<file path="src/hdl/cwfe_pkg.sv">
// Shared types and widths for the clip window and fade envelope core.
package cwfe_pkg;

    localparam int POS_W  = 32;             // track position and clip placement
    localparam int IDX_W  = 24;             // source index and fade lengths
    localparam int GAIN_W = 16;             // Q4.12 gain and scale
    localparam int PROD_W = IDX_W + GAIN_W; // ramp numerator times gain
    localparam int DIVD_W = PROD_W + 1;     // product plus half divisor
    localparam int Q_W    = GAIN_W;         // quotient never exceeds the gain
    localparam int CFG_DATA_W = 32;
    localparam int CFG_IDX_W  = 3;

    // Register indexes on the configuration channel
    localparam logic [CFG_IDX_W-1:0] REG_PLACE = 3'd0;
    localparam logic [CFG_IDX_W-1:0] REG_FIRST = 3'd1;
    localparam logic [CFG_IDX_W-1:0] REG_LAST  = 3'd2;
    localparam logic [CFG_IDX_W-1:0] REG_FIN   = 3'd3;
    localparam logic [CFG_IDX_W-1:0] REG_FOUT  = 3'd4;
    localparam logic [CFG_IDX_W-1:0] REG_GAIN  = 3'd5;

    // Configuration as seen by the datapath (place, first and last already masked)
    typedef struct packed {
        logic [POS_W-1:0]  place;
        logic [IDX_W-1:0]  first;
        logic [IDX_W-1:0]  last;
        logic [IDX_W-1:0]  fin;
        logic [IDX_W-1:0]  fout;
        logic [GAIN_W-1:0] gain;
    } t_cfg;

    // Per-item side data that rides along the arithmetic
    typedef struct packed {
        logic             in_window;
        logic [IDX_W-1:0] source_index;
    } t_meta;

    // Ramp fraction num/den picked by the window logic
    typedef struct packed {
        t_meta            meta;
        logic [IDX_W-1:0] num;
        logic [IDX_W-1:0] den;
    } t_frac;

    // Rounded dividend and divisor entering the divider
    typedef struct packed {
        t_meta             meta;
        logic [DIVD_W-1:0] rem;
        logic [IDX_W-1:0]  den;
    } t_divin;

    // Finished item
    typedef struct packed {
        t_meta          meta;
        logic [Q_W-1:0] scale;
    } t_result;

endpackage

</file>
<file path="src/hdl/cwfe_front.sv">
// Window test and ramp selection, four pipeline stages.
module cwfe_front (
    input  logic                   i_clk,
    input  logic                   i_rst_n,
    input  logic                   i_en,
    input  logic                   i_valid,
    input  logic [cwfe_pkg::POS_W-1:0] i_track,
    input  cwfe_pkg::t_cfg         i_cfg,
    output logic                   o_valid,
    output cwfe_pkg::t_frac        o_data
);
    import cwfe_pkg::*;

    logic [IDX_W-1:0] fin_m1;
    logic [IDX_W-1:0] fout_m1;
    logic             fin_on;
    logic             fout_on;

    // Stage 1: local position and window span
    logic [POS_W:0]   n1_diff;
    logic             r1_v;
    logic             r1_out;
    logic [POS_W-1:0] r1_p;
    logic [IDX_W-1:0] r1_span;

    // Stage 2: window compare, fade-in test, fade-out sum
    logic             n2_in_win;
    logic [IDX_W-1:0] n2_p;
    logic             r2_v;
    logic             r2_in_win;
    logic             r2_fi;
    logic [IDX_W-1:0] r2_p;
    logic [IDX_W:0]   r2_t;
    logic [IDX_W:0]   r2_len;

    // Stage 3: fade-out test and offset into the ramp
    logic [IDX_W+1:0] n3_diff;
    logic             r3_v;
    logic             r3_in_win;
    logic             r3_fi;
    logic             r3_fo;
    logic [IDX_W-1:0] r3_p;
    logic [IDX_W:0]   r3_d;
    logic [IDX_W-1:0] r3_src;

    // Stage 4: fraction select
    logic [IDX_W+1:0] n4_diff;
    logic [IDX_W-1:0] n4_num_fo;
    t_frac            n4_frac;
    logic             r4_v;
    t_frac            r4_frac;

    assign fin_m1  = i_cfg.fin - IDX_W'(1);
    assign fout_m1 = i_cfg.fout - IDX_W'(1);
    assign fin_on  = i_cfg.fin > IDX_W'(1);
    assign fout_on = i_cfg.fout > IDX_W'(1);

    assign n1_diff = {1'b0, i_track} - {1'b0, i_cfg.place};

    assign n2_in_win = !r1_out && (r1_p <= POS_W'(r1_span));
    assign n2_p      = r1_p[IDX_W-1:0];

    assign n3_diff = {1'b0, r2_t} - {1'b0, r2_len};

    // Clip the fade-out offset at the ramp length
    assign n4_diff   = {2'b00, fout_m1} - {1'b0, r3_d};
    assign n4_num_fo = n4_diff[IDX_W+1] ? '0 : n4_diff[IDX_W-1:0];

    // Pick num/den: silence, fade-in, fade-out or unity
    always_comb begin
        n4_frac.meta.in_window    = r3_in_win;
        n4_frac.meta.source_index = r3_in_win ? r3_src : '0;
        if (!r3_in_win) begin
            n4_frac.num = '0;
            n4_frac.den = IDX_W'(1);
        end else if (r3_fi) begin
            n4_frac.num = r3_p;
            n4_frac.den = fin_m1;
        end else if (r3_fo) begin
            n4_frac.num = n4_num_fo;
            n4_frac.den = fout_m1;
        end else begin
            n4_frac.num = IDX_W'(1);
            n4_frac.den = IDX_W'(1);
        end
    end

    // Advance valid bits
    always_ff @(posedge i_clk) begin
        if (!i_rst_n) begin
            r1_v <= 1'b0;
            r2_v <= 1'b0;
            r3_v <= 1'b0;
            r4_v <= 1'b0;
        end else if (i_en) begin
            r1_v <= i_valid;
            r2_v <= r1_v;
            r3_v <= r2_v;
            r4_v <= r3_v;
        end
    end

    // Advance payload
    always_ff @(posedge i_clk) begin
        if (i_en) begin
            r1_out  <= n1_diff[POS_W] || (i_cfg.last < i_cfg.first);
            r1_p    <= n1_diff[POS_W-1:0];
            r1_span <= i_cfg.last - i_cfg.first;

            r2_in_win <= n2_in_win;
            r2_p      <= n2_p;
            r2_fi     <= fin_on && (n2_p <= fin_m1);
            r2_t      <= {1'b0, n2_p} + {1'b0, i_cfg.fout};
            r2_len    <= {1'b0, r1_span} + (IDX_W+1)'(1);

            r3_in_win <= r2_in_win;
            r3_fi     <= r2_fi;
            r3_fo     <= fout_on && !n3_diff[IDX_W+1];
            r3_p      <= r2_p;
            r3_d      <= n3_diff[IDX_W:0];
            r3_src    <= i_cfg.first + r2_p;

            r4_frac <= n4_frac;
        end
    end

    assign o_valid = r4_v;
    assign o_data  = r4_frac;

endmodule

</file>
<file path="src/hdl/cwfe_mul.sv">
// Gain multiply and rounding offset, two pipeline stages.
module cwfe_mul (
    input  logic                       i_clk,
    input  logic                       i_rst_n,
    input  logic                       i_en,
    input  logic                       i_valid,
    input  cwfe_pkg::t_frac            i_data,
    input  logic [cwfe_pkg::GAIN_W-1:0] i_gain,
    output logic                       o_valid,
    output cwfe_pkg::t_divin           o_data
);
    import cwfe_pkg::*;

    logic              r1_v;
    t_meta             r1_meta;
    logic [PROD_W-1:0] r1_prod;
    logic [IDX_W-1:0]  r1_den;
    logic              r2_v;
    t_divin            r2_data;

    // Advance valid bits
    always_ff @(posedge i_clk) begin
        if (!i_rst_n) begin
            r1_v <= 1'b0;
            r2_v <= 1'b0;
        end else if (i_en) begin
            r1_v <= i_valid;
            r2_v <= r1_v;
        end
    end

    // Multiply, then add half the divisor for round-half-up
    always_ff @(posedge i_clk) begin
        if (i_en) begin
            r1_meta <= i_data.meta;
            r1_prod <= PROD_W'(i_data.num) * PROD_W'(i_gain);
            r1_den  <= i_data.den;

            r2_data.meta <= r1_meta;
            r2_data.rem  <= DIVD_W'(r1_prod) + DIVD_W'(r1_den >> 1);
            r2_data.den  <= r1_den;
        end
    end

    assign o_valid = r2_v;
    assign o_data  = r2_data;

endmodule

</file>
<file path="src/hdl/cwfe_div.sv">
// Restoring divider, one quotient bit per pipeline stage.
module cwfe_div (
    input  logic                i_clk,
    input  logic                i_rst_n,
    input  logic                i_en,
    input  logic                i_valid,
    input  cwfe_pkg::t_divin    i_data,
    output logic                o_valid,
    output cwfe_pkg::t_result   o_data
);
    import cwfe_pkg::*;

    logic              r_v    [Q_W];
    t_meta             r_meta [Q_W];
    logic [DIVD_W-1:0] r_rem  [Q_W];
    logic [IDX_W-1:0]  r_den  [Q_W];
    logic [Q_W-1:0]    r_q    [Q_W];

    for (genvar k = 0; k < Q_W; k++) begin : g_stage
        localparam int SH = Q_W - 1 - k;

        logic              v_in;
        t_meta             meta_in;
        logic [DIVD_W-1:0] rem_in;
        logic [IDX_W-1:0]  den_in;
        logic [Q_W-1:0]    q_in;
        logic [DIVD_W-1:0] sub_d;
        logic [DIVD_W:0]   diff;

        if (k == 0) begin : g_head
            assign v_in    = i_valid;
            assign meta_in = i_data.meta;
            assign rem_in  = i_data.rem;
            assign den_in  = i_data.den;
            assign q_in    = '0;
        end else begin : g_body
            assign v_in    = r_v[k-1];
            assign meta_in = r_meta[k-1];
            assign rem_in  = r_rem[k-1];
            assign den_in  = r_den[k-1];
            assign q_in    = r_q[k-1];
        end

        // Trial subtract of the shifted divisor
        assign sub_d = DIVD_W'(den_in) << SH;
        assign diff  = {1'b0, rem_in} - {1'b0, sub_d};

        always_ff @(posedge i_clk) begin
            if (!i_rst_n) begin
                r_v[k] <= 1'b0;
            end else if (i_en) begin
                r_v[k] <= v_in;
            end
        end

        // Keep the difference and set the bit when it does not go negative
        always_ff @(posedge i_clk) begin
            if (i_en) begin
                r_meta[k] <= meta_in;
                r_den[k]  <= den_in;
                if (!diff[DIVD_W]) begin
                    r_rem[k] <= diff[DIVD_W-1:0];
                    r_q[k]   <= q_in | (Q_W'(1) << SH);
                end else begin
                    r_rem[k] <= rem_in;
                    r_q[k]   <= q_in;
                end
            end
        end
    end

    assign o_valid      = r_v[Q_W-1];
    assign o_data.meta  = r_meta[Q_W-1];
    assign o_data.scale = r_q[Q_W-1];

endmodule

</file>
<file path="src/hdl/clip_window_fade_envelope_core.sv">
// Top level: configuration registers, envelope pipeline and output skid buffer.
//
//  channel   direction  handshake                    payload
//  cfg       in         i_cfg_valid / o_cfg_ready    i_cfg_index, i_cfg_data
//  in        in         i_in_valid  / o_in_ready     i_track_frame
//  out       out        o_out_valid / i_out_ready    o_in_window, o_source_index, o_scale
//
// One item per cycle sustained while the skid register is empty. An item crosses
// 23 registers (4 window stages, 2 multiply and round stages, 16 divider stages,
// output register), the last of which drives o_out_valid. The divider, one quotient
// bit per stage, sets the latency.
// Reset is synchronous; it clears valid bits, loads the register reset values and
// holds both ready outputs low.
// A stalled output fills a skid register; the pipeline then holds until it drains.
module clip_window_fade_envelope_core #(
    parameter int INDEX_BITS    = 24,
    parameter int POSITION_BITS = 32
) (
    input  logic                            i_clk,
    input  logic                            i_rst_n,
    input  logic                            i_cfg_valid,
    output logic                            o_cfg_ready,
    input  logic [cwfe_pkg::CFG_IDX_W-1:0]  i_cfg_index,
    input  logic [cwfe_pkg::CFG_DATA_W-1:0] i_cfg_data,
    input  logic                            i_in_valid,
    output logic                            o_in_ready,
    input  logic [cwfe_pkg::POS_W-1:0]      i_track_frame,
    output logic                            o_out_valid,
    input  logic                            i_out_ready,
    output logic                            o_in_window,
    output logic [cwfe_pkg::IDX_W-1:0]      o_source_index,
    output logic [cwfe_pkg::GAIN_W-1:0]     o_scale
);
    import cwfe_pkg::*;

    localparam int PW_EFF = (POSITION_BITS < POS_W) ? POSITION_BITS : POS_W;
    localparam int IW_EFF = (INDEX_BITS < IDX_W) ? INDEX_BITS : IDX_W;
    localparam logic [POS_W:0]   POS_ONE  = 1;
    localparam logic [IDX_W:0]   IDX_ONE  = 1;
    localparam logic [POS_W-1:0] POS_MASK = POS_W'((POS_ONE << PW_EFF) - POS_ONE);
    localparam logic [IDX_W-1:0] IDX_MASK = IDX_W'((IDX_ONE << IW_EFF) - IDX_ONE);

    logic [POS_W-1:0]  r_place;
    logic [IDX_W-1:0]  r_first;
    logic [IDX_W-1:0]  r_last;
    logic [IDX_W-1:0]  r_fin;
    logic [IDX_W-1:0]  r_fout;
    logic [GAIN_W-1:0] r_gain;
    t_cfg              cfg;

    logic              en;
    logic              front_v;
    t_frac             front_d;
    logic              mul_v;
    t_divin            mul_d;
    logic              div_v;
    t_result           div_d;

    logic              r_out_valid;
    t_result           r_out;
    logic              r_skid_valid;
    t_result           r_skid;
    logic              take;
    logic              push;

    // Configuration writes, masked to register width; refuse them during reset
    assign o_cfg_ready = i_rst_n;

    always_ff @(posedge i_clk) begin
        if (!i_rst_n) begin
            r_place <= '0;
            r_first <= '0;
            r_last  <= '0;
            r_fin   <= '0;
            r_fout  <= '0;
            r_gain  <= GAIN_W'(4096);
        end else if (i_cfg_valid) begin
            unique case (i_cfg_index)
                REG_PLACE: r_place <= i_cfg_data[POS_W-1:0];
                REG_FIRST: r_first <= i_cfg_data[IDX_W-1:0];
                REG_LAST:  r_last  <= i_cfg_data[IDX_W-1:0];
                REG_FIN:   r_fin   <= i_cfg_data[IDX_W-1:0];
                REG_FOUT:  r_fout  <= i_cfg_data[IDX_W-1:0];
                REG_GAIN:  r_gain  <= i_cfg_data[GAIN_W-1:0];
                default: ;
            endcase
        end
    end

    // Trim place, first and last to the configured widths; fade lengths pass unmasked
    assign cfg.place = r_place & POS_MASK;
    assign cfg.first = r_first & IDX_MASK;
    assign cfg.last  = r_last & IDX_MASK;
    assign cfg.fin   = r_fin;
    assign cfg.fout  = r_fout;
    assign cfg.gain  = r_gain;

    // Pipeline moves whenever the skid register is free; take no item during reset
    assign en         = !r_skid_valid;
    assign o_in_ready = en && i_rst_n;

    cwfe_front u_front (
        .i_clk   (i_clk),
        .i_rst_n (i_rst_n),
        .i_en    (en),
        .i_valid (i_in_valid),
        .i_track (i_track_frame & POS_MASK),
        .i_cfg   (cfg),
        .o_valid (front_v),
        .o_data  (front_d)
    );

    cwfe_mul u_mul (
        .i_clk   (i_clk),
        .i_rst_n (i_rst_n),
        .i_en    (en),
        .i_valid (front_v),
        .i_data  (front_d),
        .i_gain  (cfg.gain),
        .o_valid (mul_v),
        .o_data  (mul_d)
    );

    cwfe_div u_div (
        .i_clk   (i_clk),
        .i_rst_n (i_rst_n),
        .i_en    (en),
        .i_valid (mul_v),
        .i_data  (mul_d),
        .o_valid (div_v),
        .o_data  (div_d)
    );

    // Output register with skid
    assign take = r_out_valid && i_out_ready;
    assign push = en && div_v;

    always_ff @(posedge i_clk) begin
        if (!i_rst_n) begin
            r_out_valid  <= 1'b0;
            r_skid_valid <= 1'b0;
        end else if (r_skid_valid) begin
            if (take) begin
                r_skid_valid <= 1'b0;
            end
        end else if (push) begin
            if (r_out_valid && !take) begin
                r_skid_valid <= 1'b1;
            end else begin
                r_out_valid <= 1'b1;
            end
        end else if (take) begin
            r_out_valid <= 1'b0;
        end
    end

    always_ff @(posedge i_clk) begin
        if (r_skid_valid) begin
            if (take) begin
                r_out <= r_skid;
            end
        end else if (push) begin
            if (r_out_valid && !take) begin
                r_skid <= div_d;
            end else begin
                r_out <= div_d;
            end
        end
    end

    assign o_out_valid    = r_out_valid;
    assign o_in_window    = r_out.meta.in_window;
    assign o_source_index = r_out.meta.source_index;
    assign o_scale        = r_out.scale;

    // Silent items carry zero index and zero scale
    a_silent_zero: assert property (@(posedge i_clk) disable iff (!i_rst_n)
        o_out_valid && !o_in_window |-> o_scale == '0 && o_source_index == '0)
        else $error("out-of-window item with nonzero payload");

    // Skid holds an item only behind a held output item
    a_skid_behind_out: assert property (@(posedge i_clk) disable iff (!i_rst_n)
        r_skid_valid |-> r_out_valid)
        else $error("skid full while output register empty");

    // Skid fills only when the output item was stalled
    a_skid_fill: assert property (@(posedge i_clk) disable iff (!i_rst_n)
        $rose(r_skid_valid) |-> $past(r_out_valid && !i_out_ready))
        else $error("skid loaded without output stall");

endmodule

</file>
<file path="config.mk">
export PLATFORM = sky130hd
export DESIGN_NAME = clip_window_fade_envelope_core
export DESIGN_NICKNAME = d
export VERILOG_FILES = /design/src/hdl/cwfe_pkg.sv /design/src/hdl/cwfe_front.sv /design/src/hdl/cwfe_mul.sv /design/src/hdl/cwfe_div.sv /design/src/hdl/clip_window_fade_envelope_core.sv
export SDC_FILE = /design/constraint.sdc
export NUM_CORES = 2
export LEC_CHECK = 0
export BUFFER_PORTS_ARGS = -buffer_cell sky130_fd_sc_hd__buf_2
export CAP_MARGIN = 20
export CORE_MARGIN = 1.5
export CORE_UTILIZATION = 41
export DETAILED_ROUTE_END_ITERATION = 6
export PLACE_DENSITY_LB_ADDON = 0.15
export SKIP_CTS_REPAIR_TIMING = 1
export SLEW_MARGIN = 10
export SYNTH_ARGS = -nofsm -noshare
export SYNTH_HDL_FRONTEND = slang
export SYNTH_HIERARCHICAL = 1
export SYNTH_SLANG_ARGS = --single-unit
</file>
<file path="constraint.sdc">
create_clock -name i_clk -period 29.1 [get_ports i_clk]
set_clock_uncertainty 0.05 [all_clocks]
set_input_delay 8.73 -clock i_clk [delete_from_list [all_inputs] [get_ports i_clk]]
set_output_delay 8.73 -clock i_clk [all_outputs]
set_load 0.005 [all_outputs]
</file>
==> reports/metrics.yaml <==
numCtsBuffers: 241
cts_root_buf: "clkbuf_16"
vias_per_cell: 5.276
synth_seq_cells: 2222
synth_cell_types: 127
cp.arrival_ns: 9.29
reg2reg_slack_ns: 21.95
core_area_sq_um: 290300
hold_ws_ns: 0.3301
async_reset_ff_share_pct: 0
route.met2.wl_um: 150500
p_per_area_nw_per_um2: 82.70
placed_cell_area_sq_um: 124600
syn_nets: 11260
total_power_mw: 10.96
layout_setup_ws_ns: 11.03
cp_data_required_time_ns: 20.32
syn_area_sq_um: 119500
grt.total_usage_pct: 19.51
antenna_found_initial: 18
dieArea_sq_um: 294700
final_common_cell: "edfxtp_1"
synth_top_area_cell: "edfxtp_1"
fin_util_pct: 45.63
setup.worst_path.start_class: "input pin"
slew_headroom_pct: 20.10
port_buffers: 115
min_period_ns: 18.07
drc_errors: 0
ir_worst_vdd_uv: 68.31
h-tree-depth: 4
area_growth_pct: 10.85
dr.pass1.iters: 6
dpl_worst_slack_ns: 11.00
final.setup.tns_ns: 0
path_clk_slew_ns: 0.06
grt_pass1_vias: 76730
fin_nets: 11430
die_y_um: 542.9
wl_met3_um: 10480
maxCapViolations: 0
highest_layer: "met4"
fill_cells: 26490
end_kind: "output pin"
rows: 198
multi_input_area_sq_um: 49360
drive_gt1_share_pct: 7.423
seq_area_sq_um: 65190
initial_core_util_pct: 41.16
grt_pass1_wl_um: 444600
synthTopCellsByArea: "edfxtp_1 52%, ha_1 7.6%, fa_1 5.5%"
ys.flop_type: "edfxtp_1"
rsz0062_at_grt: "no"
wl_met1_um: 120300
hold_viol_final: 0
tightest_slew_ns: 1.196
rr_endpoint: "u_mul/r1_prod[36]"
criticalPathCategory: "input pin to output pin"
wire_per_inst_um: 20.36
mostFrequentLayoutCells: "2,069 x edfxtp_1, 1,035 x inv_1, 818 x nand2_1"
seq_area_frac_synth_pct: 54.55
startpoint: "i_rst_n"
initialDrtViolationCount: 4754
setup_viol: 0
ios: 116
drtAntennaViolNets: 0
fmax_mhz: 55.35
r2r_cells: 21
vias: 76290
cts_sinks: 2222
worstPathMaxFanout: 23
cts_tree: "built"
hp-class: "register to register"
drt_wl_total_um: 294400
cp-endpoint: "o_in_ready"
clock_path_buffers: 4
grt_max_degree: 175
die-width_um: 542.9
dp_cells: 13970
p_leak_nw: 53.65
grt_overflow: 0
hpwl_um: 224800
fin_area_sq_um: 132500
worst_skew_pair.late_latency_ns: 0.94
yosys_warnings: 6
synth_edf_count: 2069
timing.rr.start: "u_front/o_data[31]"
syn_area_per_cell_sq_um: 11.79
synth_top_area_share_pct: 51.99
syn-instance-count: 10140
slew_violations: 0
fin_crit_sh_pct: 62.09
status: "completed"
final_cells: 14460
gp_congestion: 0.9233
## how the worst min path moves through the flow
stage,from,end,slack [ns],depth (start not counted)
after floorplan,u_mul/o_data[65],u_div/r_meta[0][0],0.35,0
after global placement,u_div/r_meta[1][41],u_div/r_meta[1][66],0.35,0
after detailed placement,u_mul/o_data[65],u_div/r_meta[0][0],0.35,0
after CTS,u_div/r_meta[0][152],u_div/r_meta[0][177],0.32,0
after global routing,u_div/r_meta[0][18],u_div/r_meta[0][43],0.33,0
final,u_div/r_meta[0][105],u_div/r_meta[0][130],0.33,0
## layout make-up
cell class / count / share of cell area [%]
inverter: 1039 / 2.949
clock inverter: 151 / 1.012
tap: 3900 / 3.683
sequential: 2222 / 49.21
clock buffer: 304 / 4.847
multi-input combinational: 6600 / 37.26
timing repair buffer: 205 / 0.9680
antenna: 39 / 0.07366
## report_power, final
part / leakage (nW) / switching (mW) / internal, mW / total, mW
combinational: 24.9 / 2.09 / 1.46 / 3.55
sequential: 25.0 / 0.309 / 4.10 / 4.41
clock: 3.77 / 1.26 / 1.73 / 2.99
## layer usage
metal	global-route usage [%]	up-vias
met3	2.329	534
met4	8.837	0
met5	0	-
met1	23.01	37410
li1	-	36800
met2	35.33	1549
## cells in the mapped netlist, types with 15 or more instances
cell type	count
xor2_1	272
a21oi_1	604
a21o_1	260
o211ai_1	39
ha_1	723
a21boi_0	20
nand2_1	818
and2_1	243
nor3b_1	20
a2111oi_0	15
or4_1	27
inv_1	1036
o21a_1	108
clkbuf_1	204
nor4_1	61
nor3_1	174
and3_1	66
dfxtp_1	153
nand4_1	80
mux2_2	107
o21bai_1	61
nand3b_1	15
or2_2	27
edfxtp_1	2069
xnor2_1	373
o21ai_1	76
or3_1	33
mux2i_1	21
a211o_1	20
o31a_1	16
a221oi_1	16
buf_2	46
nand2b_1	108
nand3_1	282
a211oi_1	67
o21ai_0	569
buf_1	15
nor2_1	478
fa_1	328
a31oi_1	54
nor2b_1	87
a2bb2oi_1	16
o31ai_1	45
## critical path, cell delays in order
cell,delay (ns)
buf_6,0.21
nor2b_1,0.18
buf_2,0.13
## cell families after synthesis
| logic type | after synthesis | synth area share (%) |
|---|---|---|
| AO/OA/AOI/OAI | 2173 | 11.49 |
| XOR/XNOR | 647 | 4.754 |
| adder cells (fa/ha/maj) | 1051 | 13.06 |
| buffers and inverters | 1314 | 4.237 |
| flip-flops | 2222 | 54.55 |
| multiplexers | 129 | 1.193 |
| AND/OR/NAND/NOR | 2600 | 10.72 |
## registers in the layout, indices dropped and copies added, names as in the netlist, 25 cells and up
signal          count
r_place            32
r_skid             41
u_div/r_den       360
u_div/r_meta      400
u_div/r_q         136
u_div/r_rem       615
u_front/o_data     73
u_front/r1_p       32
u_front/r2_len     25
u_front/r2_t       25
u_front/r3_d       25
u_mul/o_data       90
u_mul/r1_meta      25
u_mul/r1_prod      40
(Power assumes the default switching activity.)
